File: src/rtl/clre_pkg.sv
// Shared constants and types for the character LCD refresh engine.
// No dependencies; used by the top level, the checker and the testbench.
`default_nettype none

package clre_pkg;

    // Display geometry
    localparam int DISPLAY_CELLS = 80;
    localparam int SEGMENT_SPAN  = 20;
    localparam int ADDR_W        = $clog2(DISPLAY_CELLS);
    localparam int SECOND_BANK   = 40;
    localparam int BANK_REMAP    = 24;

    // Default geometry parameters
    localparam int DEF_LINE_CELLS = 20;
    localparam int DEF_LINES      = 4;

    // Codes
    localparam logic [7:0] CMD_SET_ADDRESS = 8'h80;
    localparam logic [7:0] NEWLINE_CODE    = 8'd10;
    localparam logic [7:0] BLANK_RESET     = 8'd32;
    localparam logic [7:0] ADDR_UNKNOWN    = 8'hFF;

    // Input item kinds
    typedef enum logic [1:0] {
        F_CLEAR  = 2'd0,
        F_PUT    = 2'd1,
        F_SET    = 2'd2,
        F_RENDER = 2'd3
    } t_func;

    // Configuration register indexes
    localparam logic REG_BLANK_CODE = 1'b0;

    // Result of a cell address lookup
    typedef struct packed {
        logic              ok;
        logic [ADDR_W-1:0] addr;
    } t_cell_addr;

endpackage

`default_nettype wire

File: src/rtl/clre_ram.sv
// Generic single-write, single-read RAM with registered read data.
// No dependencies.
`default_nettype none

module clre_ram #(
    parameter int WIDTH = 8,
    parameter int DEPTH = 80
) (
    input  wire                     i_clk,
    input  wire                     i_we,
    input  wire [$clog2(DEPTH)-1:0] i_waddr,
    input  wire [WIDTH-1:0]         i_wdata,
    input  wire [$clog2(DEPTH)-1:0] i_raddr,
    output logic [WIDTH-1:0]        o_rdata
);

    logic [WIDTH-1:0] r_mem [DEPTH];
    logic [WIDTH-1:0] r_rdata;

    // Write port and registered read port
    always_ff @(posedge i_clk) begin
        if (i_we) begin
            r_mem[i_waddr] <= i_wdata;
        end
        r_rdata <= r_mem[i_raddr];
    end

    assign o_rdata = r_rdata;

endmodule

`default_nettype wire

File: src/rtl/character_lcd_refresh_engine_core.sv
// Character LCD refresh engine: pending/shown shadow buffers and render sequencer.
// Depends on clre_pkg and clre_ram.
`default_nettype none

// Keeps a pending buffer of display codes and a copy of what the panel shows,
// and on a render item emits only the bytes needed to bring one 20-address
// segment up to date (set-address command where the panel's address counter is
// not already at the cell, then the data byte). Clear, put and set items are
// handled in the idle state; clear re-tags the whole pending buffer at once
// through its per-cell valid bits, so no sweep is needed. A render item walks
// its segment through one compare unit: the scan state passes over unchanged
// cells, a changed cell goes through the command state where an address
// command is needed and then the data state, and a flush state closes the
// transaction run; output stalls can hold the command, data and flush states.
// The input is not ready while a render runs. No clearing pass follows reset.
module character_lcd_refresh_engine_core
    import clre_pkg::*;
#(
    parameter int LINE_CELLS = DEF_LINE_CELLS,
    parameter int LINES      = DEF_LINES
) (
    input  wire         i_clk,
    input  wire         i_rst_n,
    // Input items
    input  wire         i_s_axis_tvalid,
    output logic        o_s_axis_tready,
    // [4:0] column, [7:5] row, [15:8] code, [17:16] segment, [23:18] zero
    input  wire [23:0]  i_s_axis_tdata,
    // [1:0] func
    input  wire [1:0]   i_s_axis_tuser,
    // Result items
    output logic        o_m_axis_tvalid,
    input  wire         i_m_axis_tready,
    // [7:0] out_byte
    output logic [7:0]  o_m_axis_tdata,
    // [0] reg_select
    output logic        o_m_axis_tuser,
    output logic        o_m_axis_tlast,
    // Configuration
    input  wire         psel,
    input  wire         penable,
    input  wire         pwrite,
    input  wire [2:0]   paddr,
    input  wire [31:0]  pwdata,
    output logic [31:0] prdata,
    output logic        pready
);

    localparam int COL_W = $clog2(LINE_CELLS + 1);
    localparam int ROW_W = 3;
    localparam logic [ADDR_W-1:0] SPAN_LAST = ADDR_W'(SEGMENT_SPAN - 1);

    typedef enum logic [2:0] {
        S_IDLE,
        S_SCAN,
        S_CMD,
        S_DATA,
        S_FLUSH
    } t_state;

    // Input fields
    t_func       in_func;
    logic [4:0]  in_column;
    logic [2:0]  in_row;
    logic [7:0]  in_code;
    logic [1:0]  in_segment;

    // State
    t_state              r_state;
    logic [7:0]          r_blank;
    logic [7:0]          r_fill;
    logic [DISPLAY_CELLS-1:0] r_pvalid;
    logic [DISPLAY_CELLS-1:0] r_svalid;
    logic [COL_W-1:0]    r_col;
    logic [ROW_W-1:0]    r_row;
    logic [7:0]          r_tracked;
    logic [ADDR_W-1:0]   r_idx;
    logic [ADDR_W-1:0]   r_last_idx;
    logic [7:0]          r_cell;
    logic                r_hold_v;
    logic                r_hold_rs;
    logic [7:0]          r_hold_byte;
    logic                r_out_valid;
    logic                r_out_rs;
    logic [7:0]          r_out_byte;
    logic                r_out_last;

    logic [ADDR_W-1:0]   n_idx;
    logic [COL_W-1:0]    n_col;
    logic [ROW_W-1:0]    n_row;

    logic                in_accept;
    logic                cfg_write;
    logic [7:0]          pend_rdata;
    logic [7:0]          shown_rdata;
    logic [7:0]          pend_val;
    logic [7:0]          shown_val;
    logic                out_free;
    logic                can_push;
    logic                push_req;
    logic                push_rs;
    logic [7:0]          push_byte;
    logic [ADDR_W-1:0]   remap;
    logic [ADDR_W-1:0]   seg_start;
    logic                pwe;
    logic [ADDR_W-1:0]   pwaddr;
    logic                swe;
    logic                at_last;
    t_cell_addr          set_ca;
    t_cell_addr          put_ca;
    logic [COL_W-1:0]    eff_col;
    logic [ROW_W-1:0]    eff_row;
    logic [ROW_W-1:0]    adv_row;

    // Display address of a cell, flagged invalid when outside the panel
    function automatic t_cell_addr cell_address(input logic [7:0] col,
                                                input logic [ROW_W-1:0] row);
        t_cell_addr res;
        logic [7:0] base;
        logic [7:0] sum;
        case (row)
            3'd0:    base = 8'd0;
            3'd1:    base = 8'(SECOND_BANK);
            3'd2:    base = 8'(LINE_CELLS);
            default: base = 8'(SECOND_BANK + LINE_CELLS);
        endcase
        sum      = base + col;
        res.ok   = (col < 8'(LINE_CELLS)) && (row < ROW_W'(LINES))
                   && (sum < 8'(DISPLAY_CELLS));
        res.addr = sum[ADDR_W-1:0];
        return res;
    endfunction

    // Field unpacking
    assign in_func    = t_func'(i_s_axis_tuser);
    assign in_column  = i_s_axis_tdata[4:0];
    assign in_row     = i_s_axis_tdata[7:5];
    assign in_code    = i_s_axis_tdata[15:8];
    assign in_segment = i_s_axis_tdata[17:16];

    assign o_s_axis_tready = (r_state == S_IDLE);
    assign in_accept       = i_s_axis_tvalid && o_s_axis_tready;

    // Configuration port
    assign pready    = 1'b1;
    assign cfg_write = psel && penable && pwrite && pready && (paddr[2] == REG_BLANK_CODE);
    assign prdata    = (paddr[2] == REG_BLANK_CODE) ? {24'd0, r_blank} : 32'd0;

    // Set cell address
    assign set_ca = cell_address({3'd0, in_column}, in_row);

    // Put: wrap at a full line, then place the character; newline moves to the next line
    assign adv_row = (r_row < ROW_W'(LINES)) ? r_row + ROW_W'(1) : r_row;
    always_comb begin
        if (r_col >= COL_W'(LINE_CELLS)) begin
            eff_col = '0;
            eff_row = adv_row;
        end else begin
            eff_col = r_col;
            eff_row = r_row;
        end
        put_ca = cell_address(8'(eff_col), eff_row);
        n_col  = r_col;
        n_row  = r_row;
        if (in_code == NEWLINE_CODE) begin
            n_col = '0;
            n_row = adv_row;
        end else begin
            n_row = eff_row;
            n_col = put_ca.ok ? eff_col + COL_W'(1) : eff_col;
        end
    end

    // Pending buffer write from put and set
    always_comb begin
        pwe    = 1'b0;
        pwaddr = set_ca.addr;
        if (in_accept) begin
            case (in_func)
                F_PUT: begin
                    pwe    = (in_code != NEWLINE_CODE) && put_ca.ok;
                    pwaddr = put_ca.addr;
                end
                F_SET: begin
                    pwe    = set_ca.ok;
                    pwaddr = set_ca.addr;
                end
                default: pwe = 1'b0;
            endcase
        end
    end

    // Compare unit: pending cells not yet written read as the fill value, shown ones as zero
    assign pend_val  = r_pvalid[r_idx] ? pend_rdata : r_fill;
    assign shown_val = r_svalid[r_idx] ? shown_rdata : 8'd0;
    assign at_last   = (r_idx == r_last_idx);
    assign seg_start = ADDR_W'(in_segment) * ADDR_W'(SEGMENT_SPAN);

    // Output staging: one byte held back so the final one can carry last
    assign out_free  = !r_out_valid || i_m_axis_tready;
    assign can_push  = !r_hold_v || out_free;
    assign push_req  = ((r_state == S_CMD) || (r_state == S_DATA)) && can_push;
    assign push_rs   = (r_state == S_DATA);
    assign remap     = (r_idx >= ADDR_W'(SECOND_BANK)) ? r_idx + ADDR_W'(BANK_REMAP) : r_idx;
    assign push_byte = push_rs ? r_cell : (CMD_SET_ADDRESS | 8'(remap));
    assign swe       = (r_state == S_DATA) && can_push;

    // Next scan index, also the read address of both buffers
    always_comb begin
        n_idx = r_idx;
        case (r_state)
            S_IDLE: begin
                if (in_accept && in_func == F_RENDER) begin
                    n_idx = seg_start;
                end
            end
            S_SCAN: begin
                if (pend_val == shown_val && !at_last) begin
                    n_idx = r_idx + ADDR_W'(1);
                end
            end
            S_DATA: begin
                if (can_push && !at_last) begin
                    n_idx = r_idx + ADDR_W'(1);
                end
            end
            default: n_idx = r_idx;
        endcase
    end

    clre_ram #(
        .WIDTH (8),
        .DEPTH (DISPLAY_CELLS)
    ) u_pending (
        .i_clk   (i_clk),
        .i_we    (pwe),
        .i_waddr (pwaddr),
        .i_wdata (in_code),
        .i_raddr (n_idx),
        .o_rdata (pend_rdata)
    );

    clre_ram #(
        .WIDTH (8),
        .DEPTH (DISPLAY_CELLS)
    ) u_shown (
        .i_clk   (i_clk),
        .i_we    (swe),
        .i_waddr (r_idx),
        .i_wdata (r_cell),
        .i_raddr (n_idx),
        .o_rdata (shown_rdata)
    );

    // Sequencer, buffer tags, cursor and output registers
    always_ff @(posedge i_clk) begin
        if (!i_rst_n) begin
            r_state     <= S_IDLE;
            r_blank     <= BLANK_RESET;
            r_fill      <= BLANK_RESET;
            r_pvalid    <= '0;
            r_svalid    <= '0;
            r_col       <= '0;
            r_row       <= '0;
            r_tracked   <= ADDR_UNKNOWN;
            r_idx       <= '0;
            r_hold_v    <= 1'b0;
            r_out_valid <= 1'b0;
        end else begin
            r_idx <= n_idx;

            if (cfg_write) begin
                r_blank <= pwdata[7:0];
            end

            if (pwe) begin
                r_pvalid[pwaddr] <= 1'b1;
            end
            if (swe) begin
                r_svalid[r_idx] <= 1'b1;
            end

            // Output register and hold stage
            if (push_req) begin
                if (r_hold_v) begin
                    r_out_valid <= 1'b1;
                    r_out_rs    <= r_hold_rs;
                    r_out_byte  <= r_hold_byte;
                    r_out_last  <= 1'b0;
                end else if (i_m_axis_tready) begin
                    r_out_valid <= 1'b0;
                end
                r_hold_v    <= 1'b1;
                r_hold_rs   <= push_rs;
                r_hold_byte <= push_byte;
            end else if (r_state == S_FLUSH && r_hold_v && out_free) begin
                r_out_valid <= 1'b1;
                r_out_rs    <= r_hold_rs;
                r_out_byte  <= r_hold_byte;
                r_out_last  <= 1'b1;
                r_hold_v    <= 1'b0;
            end else if (i_m_axis_tready) begin
                r_out_valid <= 1'b0;
            end

            case (r_state)
                S_IDLE: begin
                    if (in_accept) begin
                        case (in_func)
                            F_CLEAR: begin
                                r_fill   <= r_blank;
                                r_pvalid <= '0;
                                r_col    <= '0;
                                r_row    <= '0;
                            end
                            F_PUT: begin
                                r_col <= n_col;
                                r_row <= n_row;
                            end
                            F_RENDER: begin
                                r_last_idx <= seg_start + SPAN_LAST;
                                if (in_segment == 2'd0) begin
                                    r_tracked <= ADDR_UNKNOWN;
                                end
                                r_state <= S_SCAN;
                            end
                            default: r_state <= S_IDLE;
                        endcase
                    end
                end
                S_SCAN: begin
                    if (pend_val != shown_val) begin
                        r_cell  <= pend_val;
                        r_state <= (r_tracked != 8'(r_idx)) ? S_CMD : S_DATA;
                    end else if (at_last) begin
                        r_state <= S_FLUSH;
                    end
                end
                S_CMD: begin
                    if (can_push) begin
                        r_tracked <= 8'(r_idx);
                        r_state   <= S_DATA;
                    end
                end
                S_DATA: begin
                    if (can_push) begin
                        r_tracked <= 8'(r_idx) + 8'd1;
                        r_state   <= at_last ? S_FLUSH : S_SCAN;
                    end
                end
                S_FLUSH: begin
                    if (!r_hold_v || out_free) begin
                        r_state <= S_IDLE;
                    end
                end
                default: r_state <= S_IDLE;
            endcase
        end
    end

    assign o_m_axis_tvalid = r_out_valid;
    assign o_m_axis_tdata  = r_out_byte;
    assign o_m_axis_tuser  = r_out_rs;
    assign o_m_axis_tlast  = r_out_last;

endmodule

`default_nettype wire

File: config.mk
export PLATFORM = sky130hd
export DESIGN_NAME = character_lcd_refresh_engine_core
export DESIGN_NICKNAME = d
export VERILOG_FILES = /design/src/rtl/clre_pkg.sv /design/src/rtl/clre_ram.sv /design/src/rtl/character_lcd_refresh_engine_core.sv
export SDC_FILE = /design/constraint.sdc
export NUM_CORES = 2
export LEC_CHECK = 0
export BUFFER_PORTS_ARGS = -buffer_cell sky130_fd_sc_hd__buf_2
export CORE_MARGIN = 2
export CORE_UTILIZATION = 45
export DETAILED_ROUTE_END_ITERATION = 8
export PLACE_DENSITY = 0.68
export SLEW_MARGIN = 25
export SYNTH_ARGS = -nofsm -noshare
export SYNTH_HDL_FRONTEND = slang
export SYNTH_SLANG_ARGS = --single-unit
export TNS_END_PERCENT = 1
File: constraint.sdc
create_clock -name i_clk -period 6 [get_ports i_clk]
set_input_delay 1.8 -clock i_clk [delete_from_list [all_inputs] [get_ports i_clk]]
set_output_delay 1.8 -clock i_clk [all_outputs]
set_load 0.1 [all_outputs]
==> results.tsv <==
metric	value	unit
clock latency on the worst-skew pair	0.79	ns
share of cells above drive strength 1	13.4	%
synthesis-to-layout area growth	13.9	%
VDD IR max	0.248	mV
Tot GR Track Use	22.2	%
die area	142000	um2
first-pass GRT wire length	238000	um
EDFF count, synth	1312	
Longest Clk Path Bufs	3	
average cell area after synthesis	13.2	um2
Final Max Tran Viols	0	
worst-path cell chain	buf_4 > mux2i_1 > o2bb2ai_1 > a211oi_1 > nor3_2 > o21ai_4 > buf_4 > nand3_1 > and3_1 > nor4b_1 > or2_2 > nand3_4 > o311ai_1 > and3_4 > buf_12 > mux4_2 > a21oi_1 > and3_1 > a211o_1	
worst slew pin tran	1.07	ns
Syn Inst Count	4731	
Floorplan Core Area	138000	um2
final hold vios	0	
WL per Instance	23.4	um
number of synthesized register bits	1532	
CTS Hold Bufs	0	
PD cells	305	nW/um2
Synth async-reset ratio	0	%
NetSw	0.00468	W
Worst Hold Slack	0.424	ns
RSZ-0062 raised after global routing	false	
std cell rows	136	
final net count	5026	
Worst Path Max Fanout	25	
sw frac	21.5	%
count leader, synth	edfxtp_1	
post-route setup slack	0.198	ns
Worst Hold Class	flop to flop	
Post-DRT Antenna Nets	0	
clk sinks	1532	
CTS Buf Count	146	
Yosys top cell by area	edfxtp_1	
Internal	0.0171	W
largest net degree at the start of global routing	98	
CP Data Arrival Time	6.53	ns
power share of the clock group	42.5	%
maximum level of the CTS H-tree	4	
crit path kind	flop to flop	
Crit. End Element	flop	
CTS tree	yes	
Total Neg Setup Slack	0	ns
register area share after synthesis	69.9	%
Seq pwr share	53.0	%
max incr delay on CP	0.58	ns
Leakage	26.5	nW
synth cell count leaders	edfxtp_1 (1312), nand2_1 (802), nor2_1 (486)	
Final HPWL DP	101000	um
Syn. warnings	0	
IO Pins	113	
final worst-path cycle share	96.7	%
run status	complete, no violations	
Vias/cell	5.80	
combinational share of power	4.4	%
initial core utilization	45.5	%
DRC errors left	0	
Final setup viols	0	
# placed instances	6573	
GP Congestion	0.942	
vias in the first global route	38200	
post-route cell area	71400	um2
WL final	160000	um
dominant cells by area after synthesis	edfxtp_1 (63%), dfxtp_1 (7.0%), mux2i_1 (4.9%)	
Clock Pin Slew Worst Setup and Hold Paths	0.07	ns
initial antenna violation count	5	
slew margin rel.	28.2	%
final cell count without fillers	6854	
Root Buffer	clkbuf_16	
IO Port Bufs	55	
FMAX	172	MHz
grt ovf	0	
filler cell count	11500	
Pre-antenna DRT Iters	6	
min Tclk post-route	5.80	ns
Post-Syn Area	62700	um2
Chip Width	377	um
top_reg_cell synth	edfxtp_1	
placed inst area	66400	um2
via count	39800	
chip height	377	um
startpoint types	flop	
slowest CP cell	a211oi_1	
Setup WS pre-CTS	0.0479	ns
area share of the largest cell type after synthesis	62.9	%
count of different cell masters after synthesis	91	
DRT iter0 DRCs	4677	
Max Cap Viol	0	
Fin Clk Skew	0.0362	ns
worst path required time	6.73	ns
==> per-stage QoR <==
| stage | utilization (%) | total power (W) |
|---|---|---|
| 2_1_floorplan | - | 0.0123 |
| 3_3_place_gp | 48.2 | 0.0127 |
| 3_5_place_dp | 48.2 | 0.0127 |
| 4_1_cts | 51.7 | 0.0219 |
| 5_1_grt | 51.8 | 0.0223 |
| 6_report | 51.8 | 0.0218 |
==> per-layer routing <==
layer | global-route usage, % | vias up | share of wire [%]
met5 | 0 | - | 0.016
met4 | 9.20 | 4 | 3.7
met3 | 3.81 | 323 | 8.3
met2 | 34.5 | 1807 | 46
met1 | 31.1 | 19700 | 42
li1 | - | 17900 | -
==> critical path, delay by kind of cell, from the launching register on <==
family	cells	cell delay [ns]
AND/OR/NAND/NOR	8	2.04
AO/OA/AOI/OAI	6	1.68
multiplexers	2	0.75
buffers and inverters	3	0.68
flip-flops	1	0.54
==> state kept, by name (all words and copies together) (netlist names), 3 cells and up <==
signal / count
u_pending.r_mem: 640
u_shown.r_mem: 640
r_pvalid: 80
r_svalid: 80
o_m_axis_tdata: 8
r_blank: 8
r_cell: 8
r_fill: 8
r_hold_byte: 8
r_tracked: 8
u_pending.o_rdata: 8
u_shown.o_rdata: 8
r_idx: 7
r_col: 5
r_last_idx: 5
r_row: 3
r_state: 3
==> timing repair <==
item,in CTS,in global routing
buffers inserted,0,8
endpoints found under the setup margin,0,16
resized for setup,0,15
==> area by class of cell <==
cell class                 count  area, um2  area share [%]
inverter                      34        131           0.184
clock buffer                 211       4210            5.89
tap                         1794       2240            3.14
antenna                        1       2.50         0.00350
timing repair buffer         340       2980            4.17
multi-input combinational   2881      17400            24.4
clock inverter                61        629           0.881
sequential                  1532      43800            61.4
==> cell usage in the layout (no fill, tap or decap), drive strengths merged, types with 15 or more instances in the layout <==
| master | synthesis | layout |
|---|---|---|
| a22oi | 15 | 15 |
| o22ai | 53 | 53 |
| and3 | 78 | 78 |
| nor3 | 16 | 16 |
| a21oi | 137 | 137 |
| edfxtp | 1312 | 1312 |
| mux2i | 309 | 309 |
| o21ai | 148 | 148 |
| conb | 2 | 25 |
| mux2 | 16 | 16 |
| a31oi | 55 | 55 |
| clkinv | 1 | 40 |
| o21a | 88 | 88 |
| buf | 171 | 340 |
| ha | 21 | 21 |
| clkbuf | 136 | 211 |
| inv | 33 | 40 |
| nor2b | 25 | 25 |
| mux4 | 51 | 51 |
| a311oi | 34 | 34 |
| nor4 | 20 | 20 |
| a32oi | 32 | 32 |
| a21boi | 20 | 20 |
| nand3 | 199 | 199 |
| and2 | 19 | 19 |
| dfxtp | 220 | 220 |
| a211o | 20 | 20 |
| nand2 | 802 | 802 |
| nor2 | 488 | 488 |
| a311o | 15 | 15 |
| a22o | 20 | 20 |
==> kinds of logic (layout without fill, tap and decap cells) <==
logic type / after synthesis / count (layout) / synth area share [%]
simple gates: 1701 / 1701 / 11.5
flops: 1532 / 1532 / 69.9
compound gates: 730 / 730 / 7.98
mux: 376 / 376 / 7.06
buf+inv: 341 / 646 / 2.70
xor+xnor: 26 / 26 / 0.363
fa+ha+maj: 23 / 23 / 0.483
other cells: 2 / 26 / 0.0120
==> path summary, 6_finish.rpt <==
check | to | slack [ns] | cells past startpoint | start
worst max-delay path | u_shown.o_rdata[0] | 0.20 | 19 | r_idx[1]
worst min register to register | o_m_axis_tdata[6] | 0.42 | 0 | r_hold_byte[6]
worst min-delay path | o_m_axis_tdata[6] | 0.42 | 0 | r_hold_byte[6]
worst max register to register | u_shown.o_rdata[0] | 0.20 | 19 | r_idx[1]
==> power groups by stage <==
stage / combinational [W] / clock [W] / sequential [W]
after CTS: 0.000944 / 0.00938 / 0.0116
final: 0.000963 / 0.00927 / 0.0116
after floorplan: 0.000577 / 0 / 0.0118
after global placement: 0.000928 / 0 / 0.0118
after detailed placement: 0.000941 / 0 / 0.0118
after global routing: 0.00102 / 0.00974 / 0.0116
No activity file was read; power rests on OpenSTA's default activity.
